### src/wcp_pkg.sv
// Shared types, register indexes and constants of the window co-occurrence pair generator.
// No dependencies; imported by window_cooccurrence_pairs_top and its bench.
`timescale 1ns / 1ps
package wcp_pkg;

  // Sizes
  localparam int WINDOW_MAX = 16;
  localparam int PTR_W      = 4;   // ring slot index
  localparam int CNT_W      = 5;   // window length register (0..31), count and distance (0..16)
  localparam int IDX_W      = 21;  // signed matrix index, all ones = none
  localparam int WIDX_W     = 20;  // vocabulary index on the input
  localparam int LAYER_W    = 4;
  localparam int WEIGHT_W   = 17;
  localparam int CFG_IDX_W  = 3;

  typedef logic [IDX_W-1:0] idx_t;

  localparam idx_t IDX_NONE = '1;
  localparam logic [WEIGHT_W-1:0] WEIGHT_ONE = 17'd65536;

  // Configuration register indexes
  localparam logic [CFG_IDX_W-1:0] REG_WINDOW_LENGTH = 3'd0;
  localparam logic [CFG_IDX_W-1:0] REG_MODE          = 3'd1;
  localparam logic [CFG_IDX_W-1:0] REG_BACKWARD      = 3'd2;
  localparam logic [CFG_IDX_W-1:0] REG_SYMMETRIC     = 3'd3;
  localparam logic [CFG_IDX_W-1:0] REG_BEGIN_MARKER  = 3'd4;
  localparam logic [CFG_IDX_W-1:0] REG_END_MARKER    = 3'd5;
  localparam logic [CFG_IDX_W-1:0] REG_UNKNOWN_INDEX = 3'd6;

  // Pairing modes
  localparam logic [1:0] MODE_NEIGHBOR = 2'd0;
  localparam logic [1:0] MODE_BAG      = 2'd1;
  localparam logic [1:0] MODE_POS      = 2'd2;

  // Sequencer states
  typedef enum logic [1:0] {
    ST_IDLE,
    ST_WRAP,
    ST_EMIT,
    ST_UPDATE
  } state_t;

  // floor(65536 / d) for distances 1..16
  function automatic logic [WEIGHT_W-1:0] bag_weight(input logic [CNT_W-1:0] d);
    logic [WEIGHT_W-1:0] r;
    case (d)
      5'd1:    r = 17'd65536;
      5'd2:    r = 17'd32768;
      5'd3:    r = 17'd21845;
      5'd4:    r = 17'd16384;
      5'd5:    r = 17'd13107;
      5'd6:    r = 17'd10922;
      5'd7:    r = 17'd9362;
      5'd8:    r = 17'd8192;
      5'd9:    r = 17'd7281;
      5'd10:   r = 17'd6553;
      5'd11:   r = 17'd5957;
      5'd12:   r = 17'd5461;
      5'd13:   r = 17'd5041;
      5'd14:   r = 17'd4681;
      5'd15:   r = 17'd4369;
      5'd16:   r = 17'd4096;
      default: r = '0;
    endcase
    return r;
  endfunction

endpackage

### src/wcp_ring.sv
// Generic RAM: one write port and one registered read port, width and depth set per instance.
// No dependencies. Contents are undefined until written.
`timescale 1ns / 1ps
module wcp_ring #(
  parameter int WIDTH = 8,
  parameter int DEPTH = 16
) (
  input  logic                     clk,
  input  logic                     we,
  input  logic [$clog2(DEPTH)-1:0] waddr,
  input  logic [WIDTH-1:0]         wdata,
  input  logic [$clog2(DEPTH)-1:0] raddr,
  output logic [WIDTH-1:0]         rdata
);

  logic [WIDTH-1:0] mem [DEPTH];

  // Write port
  always_ff @(posedge clk) begin
    if (we) begin
      mem[waddr] <= wdata;
    end
  end

  // Registered read; a same-address write returns the old data
  always_ff @(posedge clk) begin
    rdata <= mem[raddr];
  end

endmodule

### src/window_cooccurrence_pairs_top.sv
// Top level of the window co-occurrence pair generator: sequencer, config and output register.
// Depends on wcp_pkg and wcp_ring.
`timescale 1ns / 1ps
// Takes word indices and end-of-sentence beats and emits co-occurrence increments
// (row, col, layer, weight) against the last W words of the sentence, nearest word
// first (in neighbor mode only the word W back), with m_tlast on the final increment
// of each input beat. One input beat is handled at a time: the wrap state, then the
// emit loop for its increments (up to 2*W, one per cycle through the emit loop and
// output register while m_tready is high), then the update state. The wrap state
// first brings the ring pointer back into range if the window was shrunk mid-sentence.
// An end beat with end_marker of -1 causes no increment and skips emit and update.
// Configuration must be written only while the block is idle; it is not enforced.
module window_cooccurrence_pairs_top (
  input  logic        clk,
  input  logic        rst,
  // input stream
  input  logic        s_tvalid,
  output logic        s_tready,
  input  logic [23:0] s_tdata,   // [19:0] word_index, zero fill above
  input  logic [1:0]  s_tuser,   // [0] command, [1] known
  // output stream
  output logic        m_tvalid,
  input  logic        m_tready,
  output logic [63:0] m_tdata,   // [20:0] row_index, [41:21] col_index, [45:42] layer,
                                 // [62:46] weight, zero fill above
  output logic        m_tlast,   // last
  // configuration
  input  logic        cfg_we,
  input  logic [wcp_pkg::CFG_IDX_W-1:0] cfg_index,
  input  logic [wcp_pkg::IDX_W-1:0]     cfg_data
);
  import wcp_pkg::*;

  // Configuration registers
  logic [CNT_W-1:0] window_length;
  logic [1:0]       mode;
  logic             backward;
  logic             symmetric;
  idx_t             begin_marker;
  idx_t             end_marker;
  idx_t             unknown_index;

  // Sequencer state
  state_t           state, state_next;
  logic [PTR_W-1:0] ptr, ptr_next;
  logic [CNT_W-1:0] seen, seen_next;
  logic             in_sentence, in_sentence_next;
  idx_t             cur, cur_next;
  logic             skip, skip_next;
  logic [CNT_W-1:0] npairs, npairs_next;
  logic [CNT_W-1:0] d, d_next;
  logic [PTR_W-1:0] slot, slot_next;
  logic             swap, swap_next;

  // Ring port
  logic             ring_we;
  logic [PTR_W-1:0] ring_waddr;
  idx_t             ring_wdata;
  idx_t             past;

  // Helpers
  logic [CNT_W-1:0] w_eff;
  logic             accept;
  logic [PTR_W-1:0] start_ptr;
  logic [CNT_W-1:0] start_seen;
  logic [PTR_W-1:0] slot_prev;
  logic [CNT_W-1:0] d_minus1;
  logic             beat_load;
  logic             beat_final;
  idx_t             pair_row, pair_col, beat_row, beat_col;
  logic [LAYER_W-1:0]  beat_layer;
  logic [WEIGHT_W-1:0] beat_weight;

  // Window in use: zero counts as one, clamp to the ring depth
  always_comb begin
    if (window_length == '0) begin
      w_eff = CNT_W'(1);
    end else if (window_length > CNT_W'(WINDOW_MAX)) begin
      w_eff = CNT_W'(WINDOW_MAX);
    end else begin
      w_eff = window_length;
    end
  end

  assign s_tready = (state == ST_IDLE);
  assign accept   = s_tvalid && s_tready;

  // Pointer and count at the start of an item, sentence start applied
  always_comb begin
    if (!in_sentence) begin
      if (begin_marker != IDX_NONE) begin
        start_seen = CNT_W'(1);
        start_ptr  = (w_eff == CNT_W'(1)) ? '0 : PTR_W'(1);
      end else begin
        start_seen = '0;
        start_ptr  = '0;
      end
    end else begin
      start_seen = seen;
      start_ptr  = ptr;
    end
  end

  // Next slot back, wrapping within the window
  assign slot_prev = (slot == '0) ? PTR_W'(w_eff - CNT_W'(1)) : slot - PTR_W'(1);
  assign d_minus1  = d - CNT_W'(1);

  // Output beat contents
  assign pair_row    = backward ? past : cur;
  assign pair_col    = backward ? cur : past;
  assign beat_row    = swap ? pair_col : pair_row;
  assign beat_col    = swap ? pair_row : pair_col;
  assign beat_layer  = (mode == MODE_POS) ? d_minus1[LAYER_W-1:0] : '0;
  assign beat_weight = (mode == MODE_BAG) ? bag_weight(d) : WEIGHT_ONE;
  assign beat_load   = (state == ST_EMIT) && (!m_tvalid || m_tready);
  assign beat_final  = (d == npairs) && (!symmetric || swap);

  // Sequencer: next state and ring writes
  always_comb begin
    state_next       = state;
    ptr_next         = ptr;
    seen_next        = seen;
    in_sentence_next = in_sentence;
    cur_next         = cur;
    skip_next        = skip;
    npairs_next      = npairs;
    d_next           = d;
    slot_next        = slot;
    swap_next        = swap;
    ring_we          = 1'b0;
    ring_waddr       = ptr;
    ring_wdata       = cur;

    case (state)
      ST_IDLE: begin
        if (accept) begin
          // sentence start puts the begin marker in slot 0
          if (!in_sentence) begin
            ring_we    = 1'b1;
            ring_waddr = '0;
            ring_wdata = begin_marker;
          end
          ptr_next  = start_ptr;
          seen_next = (start_seen > w_eff) ? w_eff : start_seen;
          if (s_tuser[0]) begin
            in_sentence_next = 1'b0;
            cur_next         = end_marker;
            skip_next        = (end_marker == IDX_NONE);
          end else begin
            in_sentence_next = 1'b1;
            cur_next         = s_tuser[1] ? {1'b0, s_tdata[WIDX_W-1:0]} : unknown_index;
            skip_next        = 1'b0;
          end
          state_next = ST_WRAP;
        end
      end

      ST_WRAP: begin
        // bring the pointer into the window by repeated subtraction
        if ({1'b0, ptr} >= w_eff) begin
          ptr_next = PTR_W'({1'b0, ptr} - w_eff);
        end else begin
          d_next    = CNT_W'(1);
          swap_next = 1'b0;
          if (mode == MODE_NEIGHBOR) begin
            npairs_next = (seen >= w_eff) ? CNT_W'(1) : '0;
            slot_next   = ptr;
          end else if (mode == MODE_BAG || mode == MODE_POS) begin
            npairs_next = seen;
            slot_next   = (ptr == '0) ? PTR_W'(w_eff - CNT_W'(1)) : ptr - PTR_W'(1);
          end else begin
            npairs_next = '0;
            slot_next   = ptr;
          end
          if (skip) begin
            state_next = ST_IDLE;
          end else if (npairs_next == '0) begin
            state_next = ST_UPDATE;
          end else begin
            state_next = ST_EMIT;
          end
        end
      end

      ST_EMIT: begin
        if (beat_load) begin
          if (symmetric && !swap) begin
            swap_next = 1'b1;
          end else begin
            swap_next = 1'b0;
            d_next    = d + CNT_W'(1);
            slot_next = slot_prev;
            if (d == npairs) begin
              state_next = ST_UPDATE;
            end
          end
        end
      end

      ST_UPDATE: begin
        // current word enters the ring
        ring_we    = 1'b1;
        ring_waddr = ptr;
        ring_wdata = cur;
        ptr_next   = (({1'b0, ptr} + CNT_W'(1)) == w_eff) ? '0 : ptr + PTR_W'(1);
        if (seen < w_eff) begin
          seen_next = seen + CNT_W'(1);
        end
        state_next = ST_IDLE;
      end

      default: begin
        state_next = ST_IDLE;
      end
    endcase
  end

  // Control registers
  always_ff @(posedge clk) begin
    if (rst) begin
      state       <= ST_IDLE;
      ptr         <= '0;
      seen        <= '0;
      in_sentence <= 1'b0;
    end else begin
      state       <= state_next;
      ptr         <= ptr_next;
      seen        <= seen_next;
      in_sentence <= in_sentence_next;
    end
  end

  // Item registers
  always_ff @(posedge clk) begin
    cur    <= cur_next;
    skip   <= skip_next;
    npairs <= npairs_next;
    d      <= d_next;
    slot   <= slot_next;
    swap   <= swap_next;
  end

  // Configuration writes
  always_ff @(posedge clk) begin
    if (rst) begin
      window_length <= CNT_W'(5);
      mode          <= MODE_NEIGHBOR;
      backward      <= 1'b0;
      symmetric     <= 1'b0;
      begin_marker  <= IDX_NONE;
      end_marker    <= IDX_NONE;
      unknown_index <= IDX_NONE;
    end else if (cfg_we) begin
      case (cfg_index)
        REG_WINDOW_LENGTH: window_length <= cfg_data[CNT_W-1:0];
        REG_MODE:          mode          <= cfg_data[1:0];
        REG_BACKWARD:      backward      <= cfg_data[0];
        REG_SYMMETRIC:     symmetric     <= cfg_data[0];
        REG_BEGIN_MARKER:  begin_marker  <= cfg_data;
        REG_END_MARKER:    end_marker    <= cfg_data;
        REG_UNKNOWN_INDEX: unknown_index <= cfg_data;
        default: ;
      endcase
    end
  end

  // Output register
  always_ff @(posedge clk) begin
    if (rst) begin
      m_tvalid <= 1'b0;
    end else if (beat_load) begin
      m_tvalid <= 1'b1;
    end else if (m_tready) begin
      m_tvalid <= 1'b0;
    end
  end

  always_ff @(posedge clk) begin
    if (beat_load) begin
      m_tdata <= {1'b0, beat_weight, beat_layer, beat_col, beat_row};
      m_tlast <= beat_final;
    end
  end

  // Ring read address is the next slot, so the registered read data matches slot
  wcp_ring #(
    .WIDTH (IDX_W),
    .DEPTH (WINDOW_MAX)
  ) u_ring (
    .clk   (clk),
    .we    (ring_we),
    .waddr (ring_waddr),
    .wdata (ring_wdata),
    .raddr (slot_next),
    .rdata (past)
  );

`ifndef SYNTHESIS
  // Emit loop stays within the window and the pair count
  a_emit_in_window: assert property (@(posedge clk) disable iff (rst)
    state == ST_EMIT |-> ({1'b0, ptr} < w_eff) && ({1'b0, slot} < w_eff))
    else $error("ring pointer or slot outside the window while emitting");

  a_emit_count: assert property (@(posedge clk) disable iff (rst)
    state == ST_EMIT |-> (d != '0) && (d <= npairs))
    else $error("pair distance outside 1..count");

  // The final beat ends the emit loop and is shown with tlast
  a_final_beat: assert property (@(posedge clk) disable iff (rst)
    beat_load && beat_final |=> state == ST_UPDATE && m_tvalid && m_tlast)
    else $error("final beat did not close the item");

  // No new item while a previous one is still in the sequencer
  a_one_item: assert property (@(posedge clk) disable iff (rst)
    accept |=> state == ST_WRAP && !s_tready)
    else $error("item accepted while busy");
`endif

endmodule
### config.mk
export PLATFORM = sky130hd
export DESIGN_NAME = window_cooccurrence_pairs_top
export DESIGN_NICKNAME = d
export VERILOG_FILES = /design/src/wcp_pkg.sv /design/src/wcp_ring.sv /design/src/window_cooccurrence_pairs_top.sv
export SDC_FILE = /design/constraint.sdc
export NUM_CORES = 1
export LEC_CHECK = 0
export BUFFER_PORTS_ARGS = -buffer_cell sky130_fd_sc_hd__buf_2
export CORE_UTILIZATION = 44
export DETAILED_ROUTE_END_ITERATION = 10
export SKIP_CTS_REPAIR_TIMING = 1
export SLEW_MARGIN = 10
export SYNTH_ARGS = -nofsm -noshare
export SYNTH_HDL_FRONTEND = slang
export SYNTH_SLANG_ARGS = --single-unit
### constraint.sdc
create_clock -name clk -period 3.8 [get_ports clk]
set_input_delay 1.14 -clock clk [delete_from_list [all_inputs] [get_ports clk]]
set_output_delay 1.14 -clock clk [all_outputs]
set_load 0.02 [all_outputs]
Word-level counts from Yosys, hierarchy flattened:

Memories as Yosys holds them, arrays and structs flattened. A register that Yosys moved wholly into a read port is not among the register bits.
Index checks and enable logic that the tools add are counted.
W data, S select, Z words.

* add/sub/neg operators: 9
* order comparisons: 5
* equal/unequal tests: 24
* multiplexer cells: 64
* bitwise logic cells: 1
* reductions and logical operators: 36

Operators by type and width (number)
* $mux W21: 9
* $mux W5: 13
* $mux W4: 14
* $eq A21 B21 Y1 const B: 1
* $ne A21 B21 Y1 const B: 1
* $pmux W5 S2: 2
* $reduce_and A2 Y1: 9
* $sub A4 B1 Y4 const B: 4
* $mux W1: 15
* $mux W2: 6
* $ne A2 B2 Y1 const B: 6
* $pmux W4 S3: 1
* $add A5 B1 Y5 const B: 2
* $eq A5 B5 Y1: 2
* $logic_not A5 Y1: 2
* $eq A3 B3 Y1 const B: 3
* $logic_not A4 Y1: 2
* $pmux W2 S4: 1
* $pmux W4 S2: 1
* $reduce_and A4 Y1: 2
* $eq A2 B2 Y1 const B: 3
* $eq A3 B2 Y1 const B: 2
* $reduce_and A3 Y1: 2
* $reduce_bool A2 Y1: 3
* 21 further kinds: 33

* register bits: 169
* bits in writable memories: 336
* bits in read-only memories: 544
* input bits: 55
* logic and storage cells: 162
* memories: 2

Memories
* (name not given): words 32, width 17, read ports 1, clocked after memory_dff 1, wr ports 0, line wcp_pkg.sv:46 `case (d)`
* u_ring.mem: words 16, width 21, read ports 1, clocked after memory_dff 1, wr ports 1, line wcp_ring.sv:16 `logic [WIDTH-1:0] mem [DEPTH];`

Longest topological paths before layout:

* depth after elaboration: 13
* depth in mapped cells: 15

By module:

A second synthesis with hierarchy kept.

* cell total of the unflattened synthesis: 1523
* area, all modules: 22803.1 um^2

Modules (own cells, without submodules)
* wcp_ring: times used 1, cells an instance 557, area an instance 13277.7 um^2, sequential area each 10510.1 um^2
* window_cooccurrence_pairs_top: times used 1, cells an instance 966, area an instance 9525.4 um^2, sequential area each 4694.5 um^2

Worst setup path after synthesis:

No wires, ideal clock.

* path kind: input -> register
* from: input s_tvalid
* to: memory u_ring.mem[8][0] (netlist bit) (enable)
* setup time: 430 ps
* data arrival time: 3564 ps
* required time: 3370 ps
* path slack: -194 ps
* stages: 6
* path buffers: 1
* cells stage by stage: nand2_1 -> or2_2 -> clkbuf_1 -> and3b_1 -> nand2_1 -> nor3b_1

* word-level cells in the longest chain between the ends: 5
* elaborated cells between the ends (all ways): 7

RTL lines
* from (decl): line window_cooccurrence_pairs_top.sv:17 `input logic s_tvalid,`
* $logic_and A1 B1 Y1 (*): line window_cooccurrence_pairs_top.sv:86 `assign accept = s_tvalid && s_tready;`
* $mux W1: line window_cooccurrence_pairs_top.sv:136 `if (accept) begin`
* $pmux W1 S2: line window_cooccurrence_pairs_top.sv:134 `case (state)`
* $mux W1: line wcp_ring.sv:20 `if (we) begin`
* $mux W1 (not written as such): line wcp_ring.sv:21 `mem[waddr] <= wdata;`
* to (decl): line wcp_ring.sv:16

Every way passes the cells marked *; elsewhere a longest branch is shown, timed or not.

Worst setup path in the final report:

* from: register window_length[1]
* to: register u_ring.rdata[6] (read register of u_ring.mem)

* word-level cells in the longest chain between the ends: 9
* elaborated cells between the ends (all ways): 14

RTL lines
* from (decl): line window_cooccurrence_pairs_top.sv:35 `logic [CNT_W-1:0] window_length;`
* from (signal assigned): line window_cooccurrence_pairs_top.sv:255 `REG_WINDOW_LENGTH: window_length <= cfg_data[CNT_W-1:0];`
* $gt A5 B5 Y1: line window_cooccurrence_pairs_top.sv:78 `end else if (window_length > CNT_W'(WINDOW_MAX)) begin`
* $mux W5: line window_cooccurrence_pairs_top.sv:78
* $mux W5 (*): line window_cooccurrence_pairs_top.sv:76 `if (window_length == '0) begin`
* $sub A4 B1 Y4: line window_cooccurrence_pairs_top.sv:105, window_cooccurrence_pairs_top.sv:170
* $mux W4: line window_cooccurrence_pairs_top.sv:170 `slot_next = (ptr == '0) ? PTR_W'(w_eff - CNT_W'(1)) : ptr - PTR_W'(1);`
* $mux W4: line window_cooccurrence_pairs_top.sv:168 `end else if (mode == MODE_BAG || mode == MODE_POS) begin`
* $mux W4: line window_cooccurrence_pairs_top.sv:165 `if (mode == MODE_NEIGHBOR) begin`
* $mux W4: line window_cooccurrence_pairs_top.sv:160 `if ({1'b0, ptr} >= w_eff) begin`
* $pmux W4 S2 (*): line window_cooccurrence_pairs_top.sv:134
* to (decl): line wcp_ring.sv:13 `output logic [WIDTH-1:0] rdata`

Marks and branches as above.
A chain may end at the register's enable or synchronous reset.

==> parameters.txt <==
Parameter                              Value

Finish
  Non-filler instance count after layout ... 2,627
  Leading cell type in the layout, fill and taps excluded ... sky130_fd_sc_hd__edfxtp_1
  Layout overhead on the synthesized area ... 15.6%
  Commonest cells after routing, fill and taps aside ... sky130_fd_sc_hd__edfxtp_1, sky130_fd_sc_hd__nand2_1, sky130_fd_sc_hd__mux2i_1, sky130_fd_sc_hd__buf_2, sky130_fd_sc_hd__dfxtp_1
  Fraction of layout instances using a drive strength above 1 ... 0.173
  Number of antenna repair diodes ... 0
  Net count reported at finish ... about 2,000
  Summed area of non-filler cells in the final layout ... 26,700 sq um

Placed design
  DP Wirelength ... 36,500 um
  Number of placed cells counting well taps ... 2,521
  Final weighted congestion in routability-driven placement ... 0.907
  Cell area after placement ... 24,900 sq um
  Pre-CTS setup slack ... 159 ps
  # port buffers ... about 120

Clock tree
  Clock Tree Buf Depth ... 3
  CTS H-Tree Depth ... 2
  Clock tree from TritonCTS ... yes
  Number of clock sinks ... around 540
  TritonCTS buffer count ... between 50 and 60
  Clock slew seen by the registers of the worst setup and hold paths ... 60 ps
  Clock latency on the worst-skew pair ... 640 ps
  Clk root buf ... sky130_fd_sc_hd__clkbuf_16

STA
  Period minus WS final ... roughly 3600 ps
  RSZ-0062 raised after global routing ... no
  Final setup slack of the worst path ... 225 ps
  Final TNS setup ... 0 ps
  Normalized max-slew margin ... 0.197
  Fmax ... 0.280 GHz
  Final Hold Fails ... 0
  Transition time of the tightest slew-check pin ... 1200 ps
  Final Skew ... 30.1 ps
  Final critical-path share of the clock period ... 0.941
  Final setup violation count ... 0
  Max-slew violation count ... 0

Critical path
  Highest fanout seen on the critical path ... 40
  Kind of end point of the critical path ... flip-flop
  Required time at the worst-slack endpoint ... 4330 ps
  Worst Path Class, Setup ... reg2reg
  Startpoint types ... flip-flop
  Data arrival, critical path ... roughly 4100 ps

Floorplanning
  Number of ports placed on the die boundary ... 122
  Number of placement rows ... 83
  Area of the core ... 51,600 sq um
  Starting density of the core ... 0.448
  Area enclosed by the die boundary ... 53,500 sq um
  Die span in y ... 231 um
  Horizontal die dimension ... about 230 um

Global route
  Total track usage ... 0.217
  Vias in the first global route ... roughly 14,000
  Global-route wire length before repair ... 86,400 um
  Aggregate global routing overflow ... 0
  Pin count of the biggest net entering global routing ... 48
  Number of antenna violations at the first check in global routing ... 1

Logic synthesis
  Number of different library cells in the post-synthesis netlist ... 69
  Post-Syn Nets ... 1,847
  #FFs+latches synth ... 543
  Synth Cell Area ... 23,100 sq um
  Average size of a mapped cell ... around 13 sq um
  Share of the yosys chip area belonging to registers ... 0.657
  Count of flip-flops with a built-in enable after synthesis ... 433
  Gate count of the mapped netlist ... 1,754
  Synth async-reset ratio ... 0
  Count of synthesis-stage warnings from yosys ... 0
  Main synth FF type ... sky130_fd_sc_hd__edfxtp_1

Pwr
  Sequential share of power ... 0.440
  Relative contribution of combinational cells to total power ... 0.229
  Clock power share ... 0.331
  Proportion of total power due to net switching ... 0.297
  Largest voltage drop on the vdd net ... 378 uV
  Lkg Pwr ... 9.46 nW
  Net Switching ... just under 0.005 W
  Internal Power ... 0.0116 W
  Pwr/cell area ... 620 nW/um^2

Flow run
  Number of max-capacitance violations reported ... 0

Routing
  Residual antenna-violating net count after detailed routing ... 0
  Starting DRT DRC Count ... 1,255
  Routed WL ... 58,300 um
  Per-cell via count in the routed design ... 5.56
  Final routed wire length divided by cell count ... 22.2 um
  Post-route DRC ... 0
  Initial DRT Pass Iterations ... 5
  Vias ... roughly 15,000

Status
  Run status ... finished, final reports clean

Min path
  Worst hold path type ... reg2reg
## registers in the layout, summed over array words and instances (netlist names), named ones only
register / flops
m_tvalid: 1
seen: 5
u_ring.rdata: 21
unknown_index: 21
mode: 2
npairs: 5
cur: 21
in_sentence: 1
d: 5
slot: 4
symmetric: 1
swap: 1
backward: 1
state: 1
end_marker: 21
begin_marker: 21
skip: 1
window_length: 5
m_tlast: 1
u_ring.mem: 336
m_tdata: 63
ptr: 4
## power by group through the flow
stage | logic, W | clock network [W] | registers [W]
3_5_place_dp | 0.00376 | 0 | 0.00740
6_report | 0.00380 | 0.00549 | 0.00729
2_1_floorplan | 0.00270 | 0 | 0.00726
5_1_grt | 0.00416 | 0.00582 | 0.00731
4_1_cts | 0.00378 | 0.00561 | 0.00728
3_3_place_gp | 0.00369 | 0 | 0.00740
## area by class of cell
class                      count  area, sq um
fill                        4345        24900
sequential                   543        15200
clock inverter                35          334
tap                          680          851
multi-input combinational   1077         7480
timing repair buffer         186         1200
inverter                      35          134
clock buffer                  71         1540
## path summary, 6_finish.rpt
check	startpoint	endpoint	slack, ps	cells after the start
setup / recovery	window_length[1]$_SDFFE_PP0P_	u_ring.rdata[6]$_DFF_P_	220	13
hold / removal	unknown_index[19]$_SDFFE_PP1P_	unknown_index[19]$_SDFFE_PP1P_	480	2
setup reg to reg	window_length[1]$_SDFFE_PP0P_	u_ring.rdata[6]$_DFF_P_	220	13
hold reg to reg	unknown_index[19]$_SDFFE_PP1P_	unknown_index[19]$_SDFFE_PP1P_	480	2
## synthesized netlist by cell type, types with 19 or more instances
| library cell | number | area share |
|---|---|---|
| sky130_fd_sc_hd__a21oi_1 | 64 | 0.014 |
| sky130_fd_sc_hd__a221o_1 | 19 | 0.0082 |
| sky130_fd_sc_hd__a22o_1 | 20 | 0.0076 |
| sky130_fd_sc_hd__a22oi_1 | 24 | 0.0078 |
| sky130_fd_sc_hd__clkbuf_1 | 61 | 0.0099 |
| sky130_fd_sc_hd__dfxtp_1 | 110 | 0.095 |
| sky130_fd_sc_hd__edfxtp_1 | 433 | 0.56 |
| sky130_fd_sc_hd__ha_1 | 37 | 0.020 |
| sky130_fd_sc_hd__inv_1 | 33 | 0.0054 |
| sky130_fd_sc_hd__mux2_2 | 25 | 0.012 |
| sky130_fd_sc_hd__mux2i_1 | 262 | 0.11 |
| sky130_fd_sc_hd__nand2_1 | 302 | 0.049 |
| sky130_fd_sc_hd__nor2_1 | 73 | 0.012 |
| sky130_fd_sc_hd__o21ai_0 | 47 | 0.010 |
| sky130_fd_sc_hd__o221ai_1 | 19 | 0.0072 |
## cells by family after synthesis
logic type / Yosys count / synth area share
compound gates: 261 / 0.0784
xor+xnor: 15 / 0.00568
fa+ha+maj: 38 / 0.0209
buf+inv: 134 / 0.0249
flops: 543 / 0.657
mux: 287 / 0.126
other cells: 1 / 0.000162
simple gates: 475 / 0.0875
## through the flow
stage	hold WS, ps	utilization	total power [W]
2_1_floorplan	441	-	0.00997
3_5_place_dp	459	0.482	0.0112
3_3_place_gp	452	0.482	0.0111
4_1_cts	475	0.518	0.0167
5_1_grt	503	0.518	0.0173
6_report	476	0.518	0.0166
## critical path, stage by stage, from the launching register on
cell and delay, ps:
sky130_fd_sc_hd__dfxtp_1 360, sky130_fd_sc_hd__or3_1 420, sky130_fd_sc_hd__a21oi_1 270, sky130_fd_sc_hd__ha_1 230, sky130_fd_sc_hd__nor2b_1 70, sky130_fd_sc_hd__o31ai_2 360, sky130_fd_sc_hd__a21o_1 230, sky130_fd_sc_hd__a21oi_1 100
sky130_fd_sc_hd__and2_2 260, sky130_fd_sc_hd__inv_4 190, sky130_fd_sc_hd__buf_12 300, sky130_fd_sc_hd__mux2i_1 120, sky130_fd_sc_hd__a221o_1 330, sky130_fd_sc_hd__o221ai_1 240
## per-layer routing
| metal | wire length (um) | vias to the layer above | global-route usage | part of all wire |
|---|---|---|---|---|
| li1 | - | 6805 | - | - |
| met1 | 26300 | 7218 | 0.301 | 0.45 |
| met2 | 26800 | 453 | 0.340 | 0.46 |
| met3 | 3440 | 125 | 0.0381 | 0.059 |
| met4 | 1850 | 0 | 0.0820 | 0.032 |
| met5 | 0 | - | 0 | 0 |
Power figures use the tool's default switching activity.
